## config.mk

```make
export PLATFORM = sky130hd
export DESIGN_NAME = image_tile_geometry
export DESIGN_NICKNAME = d
export VERILOG_FILES = /design/src/hdl/itg_pkg.sv /design/src/hdl/itg_axis.sv /design/src/hdl/image_tile_geometry.sv
export SDC_FILE = /design/constraint.sdc
export NUM_CORES = 1
export LEC_CHECK = 0
export ABC_AREA = 1
export BUFFER_PORTS_ARGS = -buffer_cell sky130_fd_sc_hd__buf_2
export CORE_ASPECT_RATIO = 1.4
export CORE_UTILIZATION = 45
export CTS_CLUSTER_DIAMETER = 60
export DETAILED_ROUTE_END_ITERATION = 8
export SLEW_MARGIN = 20
export SYNTH_ARGS = -nofsm -noshare
export SYNTH_HDL_FRONTEND = slang
export SYNTH_HIERARCHICAL = 1
export SYNTH_SLANG_ARGS = --single-unit
```

## constraint.sdc

```tcl
create_clock -name clk -period 8.7 [get_ports clk]
set_input_delay 1.305 -clock clk [delete_from_list [all_inputs] [get_ports clk]]
set_output_delay 1.305 -clock clk [all_outputs]
set_load 0.02 [all_outputs]
```

## src/hdl/itg_pkg.sv

```systemverilog
// Shared types, constants and lookup functions for the image tile geometry block.
package itg_pkg;

	localparam int MAX_GRID = 7;
	localparam int MAX_DIM  = 16383;

	localparam int FACTOR_W = 5;
	localparam int DIM_W    = 14;
	localparam int FRAG_W   = 15;
	localparam int GRID_W   = 3;
	localparam int IDX_W    = 3;
	localparam int KERN_W   = 8;
	localparam int BORDER_W = 9;
	localparam int PC_W     = 4;
	localparam int REG_W    = 14;
	localparam int RADDR_W  = 3;

	// reciprocal divide: q = (n * RECIP[d]) >> RECIP_SH, exact for n < 2**DIM_W, d <= 7
	localparam int RECIP_SH = 17;
	localparam int RECIP_W  = 18;
	localparam int PROD_W   = DIM_W + RECIP_W;

	typedef enum logic [RADDR_W-1:0] {
		REG_TILE_FACTOR   = 3'd0,
		REG_IMAGE_WIDTH   = 3'd1,
		REG_IMAGE_HEIGHT  = 3'd2,
		REG_BASE_BORDER   = 3'd3,
		REG_FILTER_ENABLE = 3'd4,
		REG_KERNEL_WIDTH  = 3'd5,
		REG_KERNEL_HEIGHT = 3'd6
	} reg_idx_t;

	typedef enum logic [1:0] {
		ST_OK         = 2'd0,
		ST_BAD_FACTOR = 2'd1,
		ST_OUT_OF_GRID = 2'd2
	} status_t;

	localparam logic [PC_W-1:0] PC_SINGLE    = 4'd0;
	localparam logic [PC_W-1:0] PC_GRID_BASE = 4'd1;
	localparam logic [PC_W-1:0] PC_ROW_BASE  = 4'd10;
	localparam logic [PC_W-1:0] PC_COL_BASE  = 4'd13;
	localparam logic [PC_W-1:0] PC_ROW_STEP  = 4'd3;

	localparam logic [1:0] AX_FIRST  = 2'd0;
	localparam logic [1:0] AX_MIDDLE = 2'd1;
	localparam logic [1:0] AX_LAST   = 2'd2;

	typedef struct packed {
		logic [IDX_W-1:0] tile_row;
		logic [IDX_W-1:0] tile_col;
	} tile_req_t;

	typedef struct packed {
		logic [GRID_W-1:0] grid_cols;
		logic [GRID_W-1:0] grid_rows;
		logic [DIM_W-1:0]  core_width;
		logic [DIM_W-1:0]  core_height;
		logic [FRAG_W-1:0] frag_width;
		logic [FRAG_W-1:0] frag_height;
		logic [PC_W-1:0]   position_class;
		status_t           status;
	} tile_res_t;

	typedef struct packed {
		logic en_s2;
		logic en_s3;
		logic en_s4;
	} stage_en_t;

	typedef struct packed {
		logic              ok;
		logic [GRID_W-1:0] lng;
		logic [GRID_W-1:0] sht;
	} grid_t;

	function automatic grid_t pick_grid(input logic [FACTOR_W-1:0] f);
		grid_t g;
		g.ok  = 1'b1;
		g.lng = 3'd1;
		g.sht = 3'd1;
		case (f) inside
			5'd1:            begin g.lng = 3'd1; g.sht = 3'd1; end
			5'd2:            begin g.lng = 3'd2; g.sht = 3'd1; end
			5'd4:            begin g.lng = 3'd2; g.sht = 3'd2; end
			5'd6:            begin g.lng = 3'd3; g.sht = 3'd2; end
			5'd8:            begin g.lng = 3'd4; g.sht = 3'd2; end
			5'd10:           begin g.lng = 3'd5; g.sht = 3'd2; end
			5'd12, 5'd14:    begin g.lng = 3'd4; g.sht = 3'd3; end
			5'd16:           begin g.lng = 3'd4; g.sht = 3'd4; end
			5'd18:           begin g.lng = 3'd6; g.sht = 3'd3; end
			5'd20, 5'd22:    begin g.lng = 3'd5; g.sht = 3'd4; end
			5'd24, 5'd26:    begin g.lng = 3'd6; g.sht = 3'd4; end
			[5'd28:5'd31]:   begin g.lng = GRID_W'(MAX_GRID); g.sht = 3'd4; end
			default:         g.ok = 1'b0;
		endcase
		return g;
	endfunction

	function automatic logic [RECIP_W-1:0] recip(input logic [GRID_W-1:0] d);
		logic [RECIP_W-1:0] r;
		case (d)
			3'd1:    r = 18'd131072;
			3'd2:    r = 18'd65536;
			3'd3:    r = 18'd43691;
			3'd4:    r = 18'd32768;
			3'd5:    r = 18'd26215;
			3'd6:    r = 18'd21846;
			3'd7:    r = 18'd18725;
			default: r = '0;
		endcase
		return r;
	endfunction

	function automatic logic [1:0] axis_pos(input logic [IDX_W-1:0] i,
			input logic [GRID_W-1:0] n);
		logic [1:0] p;
		if (i == '0)
			p = AX_FIRST;
		else if (i == n - GRID_W'(1))
			p = AX_LAST;
		else
			p = AX_MIDDLE;
		return p;
	endfunction

	function automatic logic [PC_W-1:0] pos_class(input logic [IDX_W-1:0] row,
			input logic [IDX_W-1:0] col, input logic [GRID_W-1:0] rows,
			input logic [GRID_W-1:0] cols);
		logic [1:0] ar;
		logic [1:0] ac;
		logic [PC_W-1:0] pc;
		ar = axis_pos(row, rows);
		ac = axis_pos(col, cols);
		if (rows == 3'd1 && cols == 3'd1)
			pc = PC_SINGLE;
		else if (rows == 3'd1)
			pc = PC_ROW_BASE + PC_W'(ac);
		else if (cols == 3'd1)
			pc = PC_COL_BASE + PC_W'(ar);
		else
			pc = PC_GRID_BASE + PC_ROW_STEP * PC_W'(ar) + PC_W'(ac);
		return pc;
	endfunction

endpackage

```

## src/hdl/itg_axis.sv

```systemverilog
// One axis of the tile geometry: divide by grid count, remainder to last tile, add halo.
module itg_axis (
	input  logic                         clk,
	input  itg_pkg::stage_en_t           en,
	input  logic [itg_pkg::DIM_W-1:0]    dim,
	input  logic [itg_pkg::GRID_W-1:0]   cnt,
	input  logic                         last,
	input  logic [itg_pkg::BORDER_W-1:0] border,
	output logic [itg_pkg::DIM_W-1:0]    core,
	output logic [itg_pkg::FRAG_W-1:0]   frag
);
	import itg_pkg::*;

	logic [PROD_W-1:0]        prod_s2;
	logic [DIM_W-1:0]         dim_s2;
	logic [GRID_W-1:0]        cnt_s2;
	logic                     last_s2;
	logic [BORDER_W-1:0]      border_s2;

	logic [DIM_W-1:0]         quo;
	logic [DIM_W+GRID_W-1:0]  qd;
	logic [DIM_W-1:0]         q_s3;
	logic [DIM_W-1:0]         rem_s3;
	logic                     last_s3;
	logic [BORDER_W-1:0]      border_s3;

	logic [DIM_W-1:0]         core_d;
	logic [DIM_W-1:0]         core_s4;
	logic [FRAG_W-1:0]        frag_s4;

	always_ff @(posedge clk) begin
		if (en.en_s2) begin
			prod_s2   <= PROD_W'(dim) * PROD_W'(recip(cnt));
			dim_s2    <= dim;
			cnt_s2    <= cnt;
			last_s2   <= last;
			border_s2 <= border;
		end
	end

	assign quo = prod_s2[RECIP_SH +: DIM_W];
	assign qd  = (DIM_W+GRID_W)'(quo) * (DIM_W+GRID_W)'(cnt_s2);

	always_ff @(posedge clk) begin
		if (en.en_s3) begin
			q_s3      <= quo;
			rem_s3    <= dim_s2 - qd[DIM_W-1:0];
			last_s3   <= last_s2;
			border_s3 <= border_s2;
		end
	end

	assign core_d = last_s3 ? q_s3 + rem_s3 : q_s3;

	always_ff @(posedge clk) begin
		if (en.en_s4) begin
			core_s4 <= core_d;
			frag_s4 <= FRAG_W'(core_d) + FRAG_W'({border_s3, 1'b0});
		end
	end

	assign core = core_s4;
	assign frag = frag_s4;

endmodule

```

## src/hdl/image_tile_geometry.sv

```systemverilog
// Top level of the image tile geometry block: registers, grid selection and pipeline control.
// A tile query (row, column) gives the chosen grid, the tile's core and fragment size,
// its position class and a status. The block is a four-stage pipeline: it takes one query
// every cycle while req_ready is high and returns results in order. Stage 1 holds the query,
// stage 2 the image side times the reciprocal of the grid count, stage 3 quotient and
// remainder, stage 4 the last-tile correction and halo add. The user must write registers
// through wr_en/wr_index/wr_data only while no query is in flight; the block does not enforce it.
module image_tile_geometry (
	input  logic                        clk,
	input  logic                        arst_n,
	input  logic                        req_valid,
	output logic                        req_ready,
	input  itg_pkg::tile_req_t          req,
	output logic                        rsp_valid,
	input  logic                        rsp_ready,
	output itg_pkg::tile_res_t          rsp,
	input  logic                        wr_en,
	input  logic [itg_pkg::RADDR_W-1:0] wr_index,
	input  logic [itg_pkg::REG_W-1:0]   wr_data
);
	import itg_pkg::*;

	// configuration
	logic [FACTOR_W-1:0] tile_factor_q;
	logic [DIM_W-1:0]    image_width_q;
	logic [DIM_W-1:0]    image_height_q;
	logic [KERN_W-1:0]   base_border_q;
	logic                filter_enable_q;
	logic [KERN_W-1:0]   kernel_width_q;
	logic [KERN_W-1:0]   kernel_height_q;

	always_ff @(posedge clk or negedge arst_n) begin
		if (!arst_n) begin
			tile_factor_q   <= FACTOR_W'(1);
			image_width_q   <= DIM_W'(1);
			image_height_q  <= DIM_W'(1);
			base_border_q   <= '0;
			filter_enable_q <= 1'b0;
			kernel_width_q  <= '0;
			kernel_height_q <= '0;
		end else if (wr_en) begin
			case (wr_index)
				REG_TILE_FACTOR:   tile_factor_q   <= wr_data[FACTOR_W-1:0];
				REG_IMAGE_WIDTH:   image_width_q   <= wr_data[DIM_W-1:0];
				REG_IMAGE_HEIGHT:  image_height_q  <= wr_data[DIM_W-1:0];
				REG_BASE_BORDER:   base_border_q   <= wr_data[KERN_W-1:0];
				REG_FILTER_ENABLE: filter_enable_q <= wr_data[0];
				REG_KERNEL_WIDTH:  kernel_width_q  <= wr_data[KERN_W-1:0];
				REG_KERNEL_HEIGHT: kernel_height_q <= wr_data[KERN_W-1:0];
				default: ;
			endcase
		end
	end

	// pipeline control
	logic      v_s1, v_s2, v_s3, v_s4;
	logic      en1;
	stage_en_t en;

	assign en.en_s4 = !v_s4 || rsp_ready;
	assign en.en_s3 = !v_s3 || en.en_s4;
	assign en.en_s2 = !v_s2 || en.en_s3;
	assign en1      = !v_s1 || en.en_s2;
	assign req_ready = en1;

	always_ff @(posedge clk or negedge arst_n) begin
		if (!arst_n) begin
			v_s1 <= 1'b0;
			v_s2 <= 1'b0;
			v_s3 <= 1'b0;
			v_s4 <= 1'b0;
		end else begin
			if (en1)
				v_s1 <= req_valid;
			if (en.en_s2)
				v_s2 <= v_s1;
			if (en.en_s3)
				v_s3 <= v_s2;
			if (en.en_s4)
				v_s4 <= v_s3;
		end
	end

	// stage 1: tile index
	tile_req_t req_s1;

	always_ff @(posedge clk) begin
		if (en1)
			req_s1 <= req;
	end

	grid_t               grid;
	logic [DIM_W-1:0]    w_cl, h_cl;
	logic [GRID_W-1:0]   cols, rows;
	logic [BORDER_W-1:0] bx, by;
	logic                last_col, last_row;
	status_t             status_d;
	logic [PC_W-1:0]     pc_d;

	always_comb begin
		grid = pick_grid(tile_factor_q);
		w_cl = (32'(image_width_q) > MAX_DIM) ? DIM_W'(MAX_DIM) : image_width_q;
		h_cl = (32'(image_height_q) > MAX_DIM) ? DIM_W'(MAX_DIM) : image_height_q;
		if (w_cl > h_cl) begin
			cols = grid.lng;
			rows = grid.sht;
		end else begin
			cols = grid.sht;
			rows = grid.lng;
		end
		bx = BORDER_W'(base_border_q)
			+ (filter_enable_q ? BORDER_W'(kernel_width_q[KERN_W-1:1]) : '0);
		by = BORDER_W'(base_border_q)
			+ (filter_enable_q ? BORDER_W'(kernel_height_q[KERN_W-1:1]) : '0);
		last_col = req_s1.tile_col == cols - GRID_W'(1);
		last_row = req_s1.tile_row == rows - GRID_W'(1);
		if (!grid.ok)
			status_d = ST_BAD_FACTOR;
		else if (req_s1.tile_row >= rows || req_s1.tile_col >= cols)
			status_d = ST_OUT_OF_GRID;
		else
			status_d = ST_OK;
		pc_d = pos_class(req_s1.tile_row, req_s1.tile_col, rows, cols);
	end

	// stages 2..4: grid, class and status travel alongside the dividers
	logic [GRID_W-1:0] cols_s2, rows_s2, cols_s3, rows_s3, cols_s4, rows_s4;
	logic [PC_W-1:0]   pc_s2, pc_s3, pc_s4;
	status_t           status_s2, status_s3, status_s4;

	always_ff @(posedge clk) begin
		if (en.en_s2) begin
			cols_s2   <= cols;
			rows_s2   <= rows;
			pc_s2     <= pc_d;
			status_s2 <= status_d;
		end
		if (en.en_s3) begin
			cols_s3   <= cols_s2;
			rows_s3   <= rows_s2;
			pc_s3     <= pc_s2;
			status_s3 <= status_s2;
		end
		if (en.en_s4) begin
			cols_s4   <= cols_s3;
			rows_s4   <= rows_s3;
			pc_s4     <= pc_s3;
			status_s4 <= status_s3;
		end
	end

	logic [DIM_W-1:0]  core_w, core_h;
	logic [FRAG_W-1:0] frag_w, frag_h;

	itg_axis u_axis_x (
		.clk    (clk),
		.en     (en),
		.dim    (w_cl),
		.cnt    (cols),
		.last   (last_col),
		.border (bx),
		.core   (core_w),
		.frag   (frag_w)
	);

	itg_axis u_axis_y (
		.clk    (clk),
		.en     (en),
		.dim    (h_cl),
		.cnt    (rows),
		.last   (last_row),
		.border (by),
		.core   (core_h),
		.frag   (frag_h)
	);

	logic ok_s4, grid_ok_s4;

	assign ok_s4      = status_s4 == ST_OK;
	assign grid_ok_s4 = status_s4 != ST_BAD_FACTOR;
	assign rsp_valid  = v_s4;

	always_comb begin
		rsp.grid_cols      = grid_ok_s4 ? cols_s4 : '0;
		rsp.grid_rows      = grid_ok_s4 ? rows_s4 : '0;
		rsp.core_width     = ok_s4 ? core_w : '0;
		rsp.core_height    = ok_s4 ? core_h : '0;
		rsp.frag_width     = ok_s4 ? frag_w : '0;
		rsp.frag_height    = ok_s4 ? frag_h : '0;
		rsp.position_class = ok_s4 ? pc_s4 : '0;
		rsp.status         = status_s4;
	end

	a_accept_lands: assert property (@(posedge clk) disable iff (!arst_n)
		req_valid && req_ready |=> v_s1)
		else $error("accepted query did not enter stage 1");

	a_stall_keeps: assert property (@(posedge clk) disable iff (!arst_n)
		v_s2 && !en.en_s3 |=> v_s2)
		else $error("stalled stage 2 lost its item");

	a_bad_factor_zero: assert property (@(posedge clk) disable iff (!arst_n)
		rsp_valid && rsp.status == ST_BAD_FACTOR |->
		rsp.grid_cols == '0 && rsp.grid_rows == '0 && rsp.core_width == '0)
		else $error("unsupported factor result not cleared");

	a_ok_grid: assert property (@(posedge clk) disable iff (!arst_n)
		rsp_valid && rsp.status == ST_OK |->
		rsp.grid_cols != '0 && rsp.grid_rows != '0
		&& rsp.frag_width >= FRAG_W'(rsp.core_width))
		else $error("valid tile with empty grid or short fragment");

endmodule
```

==> flow_summary.yaml <==
floorplanning:
  initial_utilization_pct: 45.51
  die_y_um: 325.9
  die_w_um: 233.4
  io_pins: 100
  fp.dieArea_um2: 76070
  rows: 118
  core_area_um2: 74120
route:
  vias: 25160
  vias_per_cell: 5.033
  firstDrtPassIters: 7
  post-route-drc-count: 42
  drtIter0Drc: 1573
  ant_nets: 0
  post_drt_wl_per_cell_um: 19.08
  wl_um: 95360
global_routing:
  antenna_found_initial: 0
  grt-ovfl-total: 0
  grt_pass1_wl_um: 146400
  grt_use_total_pct: 25.67
  grt_pass1_vias: 25880
  grt_max_degree: 71
timing:
  fin_crit_sh_pct: 94.84
  worst_pin_slew_ps: 885.2
  hold_viol_final: 0
  hold_ws_ps: 411.8
  period_needed_ps: 8251
  max_slew_margin_pct: 40.99
  final_max_slew_viol_count: 0
  rsz0062_at_grt: "no"
  fin_skew_ps: 22.12
  setup_viol: 0
  fin_setup_tns_ps: 0
  clock.fmax_mhz: 121.2
synth:
  yosys_register_bits: 316
  yosys.area.top_type: "fa_1"
  synth-edff-count: 256
  synth_warnings: 6
  synthDominantCellAreaShare_pct: 25.05
  synthTopCellsByArea: "fa_1 (25%), edfxtp_1 (23%), ha_1 (11%)"
  synthTopCellsByCount: "inv_1 (933), nand2_1 (781), fa_1 (422)"
  ys.flop_type: "edfxtp_1"
  ys_types: 54
  yosysMostFrequentCell: "inv_1"
  synthesis.nets: 4621
  syn_inst: 3871
  synth-async-reset-ratio_pct: 18.99
  netlist_area_um2: 33730
  syn_avg_cell_area_um2: 8.713
  synth_sequential_area_ratio_pct: 27.25
layout:
  fin_util_pct: 49.62
  area_delta_synth_final_pct: 9.025
  drive_gt1_share_pct: 7.405
  fin_area_um2: 36770
  final_nets: 4763
  diodes: 0
  fillers: 7180
cts:
  cts_hold_buffers: 0
  cts_max_level: 1
  cts_buffers: 31
  cts_root_buf: "clkbuf_16"
  cts_tree: "done"
  path_clk_slew_ps: 70
  cts_sinks: 316
  clock_latency_ps: 600
  clk_path_buf_depth: 3
critical_path:
  worst_setup_path_start_kind: "flop"
  cp.arrival_ps: 8600
  worstSetupPathType: "reg2reg"
  max_stage_delay_ps: 550
  path_max_fanout: 12
  slowest_stage: "fa_1"
  crit_path_end_kind: "flop"
  crit_required_ps: 9050
place:
  place_congestion: 0.9817
  numPortBuffers: 99
  post_dp_cell_area_um2: 35600
  dp_hpwl_um: 80270
hold_path:
  hold_path.class: "reg2reg"
outcome:
  status: "complete, but fails checks"
  violations: "DRC"
flow_run:
  cap_violations: 0
metrics by stage:
stage               instances  setup WS (ps)
detailed placement       4936          245.7
global route             4998          21.21
CTS                      4994          210.3
finish                   4998          448.8
global placement         4936          273.0
floorplan                3871           1082
critical path, delay by kind of cell, from the launching register on:
family          cells  cell delay, ps
fa+ha+maj           8            3690
flops               1             510
compound gates      5             980
simple gates       14            1800
buf+inv             7            1000
logic make-up (layout without fill, tap and decap cells):
kind of cell | count (synthesis) | in the layout | share of synthesized area (%)
adders and majority gates | 722 | 722 | 36.17
xor gates and xnor gates | 107 | 107 | 2.778
AOI/OAI and AO/OA | 342 | 342 | 5.664
and+or+nand+nor | 1389 | 1389 | 16.94
DFF | 316 | 316 | 27.25
buffers and inverters | 995 | 1162 | 11.18
sequential cells by signal, indices dropped and copies added (netlist names), 14 cells and up:
| register | count |
|---|---|
| u_axis_x/q_s3 | 14 |
| u_axis_y/q_s3 | 14 |
| u_axis_y/dim_s2 | 14 |
| u_axis_x/core | 14 |
| u_axis_y/frag | 14 |
| u_axis_y/rem_s3 | 14 |
| h_cl | 14 |
| u_axis_x/dim_s2 | 14 |
| u_axis_x/prod_s2 | 14 |
| u_axis_y/core | 14 |
| u_axis_x/frag | 14 |
| u_axis_y/prod_s2 | 14 |
| image_width_q | 14 |
| u_axis_x/rem_s3 | 14 |
final timing paths:
kind / start / endpoint / slack, ps / cells after the start
min reg2reg: cols_s2[2] / cols_s3[2] / 410 / 0
min in group asynchronous: arst_n / filter_enable_q / 890 / 2
min: cols_s2[2] / cols_s3[2] / 410 / 0
max reg2reg: h_cl[4] / u_axis_x/prod_s2[26] / 450 / 34
max in group asynchronous: arst_n / h_cl[11] / 7260 / 2
max: h_cl[4] / u_axis_x/prod_s2[26] / 450 / 34
placed cells by master, fill, tap and decap left out, types with 5 or more instances in the layout:
cell and count:
a21boi_0 9, a21o_1 10, a21oi_1 135, a31oi_1 9
buf_2 99, buf_4 52, clkbuf_16 34, clkinv_1 7
dfrtp_1 57, edfxtp_1 256, fa_1 422, ha_1 300
inv_1 928, inv_2 13, nand2_1 779, nand2_2 25
nand2_4 10, nand3_1 96, nand4_1 13, nor2_1 401
nor2_2 7, nor3_1 25, o211ai_1 5, o21a_1 7
o21ai_0 124, o21ai_1 8, o21ai_2 5, o21bai_1 12
or2_2 8, xnor2_1 34, xor2_1 73
area by class of cell:
cell class | count | area [um2] | area share (%)
clock buffers | 40 | 893.4 | 2.429
clock inverters | 18 | 221.5 | 0.6022
inverters | 953 | 3591 | 9.765
multi-input cells | 2560 | 20790 | 56.53
flip-flops and latches | 316 | 9193 | 25.00
well taps | 960 | 1201 | 3.266
repair buffers | 151 | 885.9 | 2.409
metal layers:
metal	global-route usage, %	up-vias	wire (um)
met3	2.293	200	4135
met5	0	-	0
met4	12.14	0	5069
met2	46.22	668	48660
li1	-	12140	-
met1	30.54	12150	37490
repair_timing:
item / in CTS / in global routing
setup buffers: 0 / 4
endpoints found under the setup margin: 0 / 20
resized for setup: 0 / 9
Power is not shown: default switching activity piles up to over one toggle a cycle in this logic, so the estimate is an artifact.
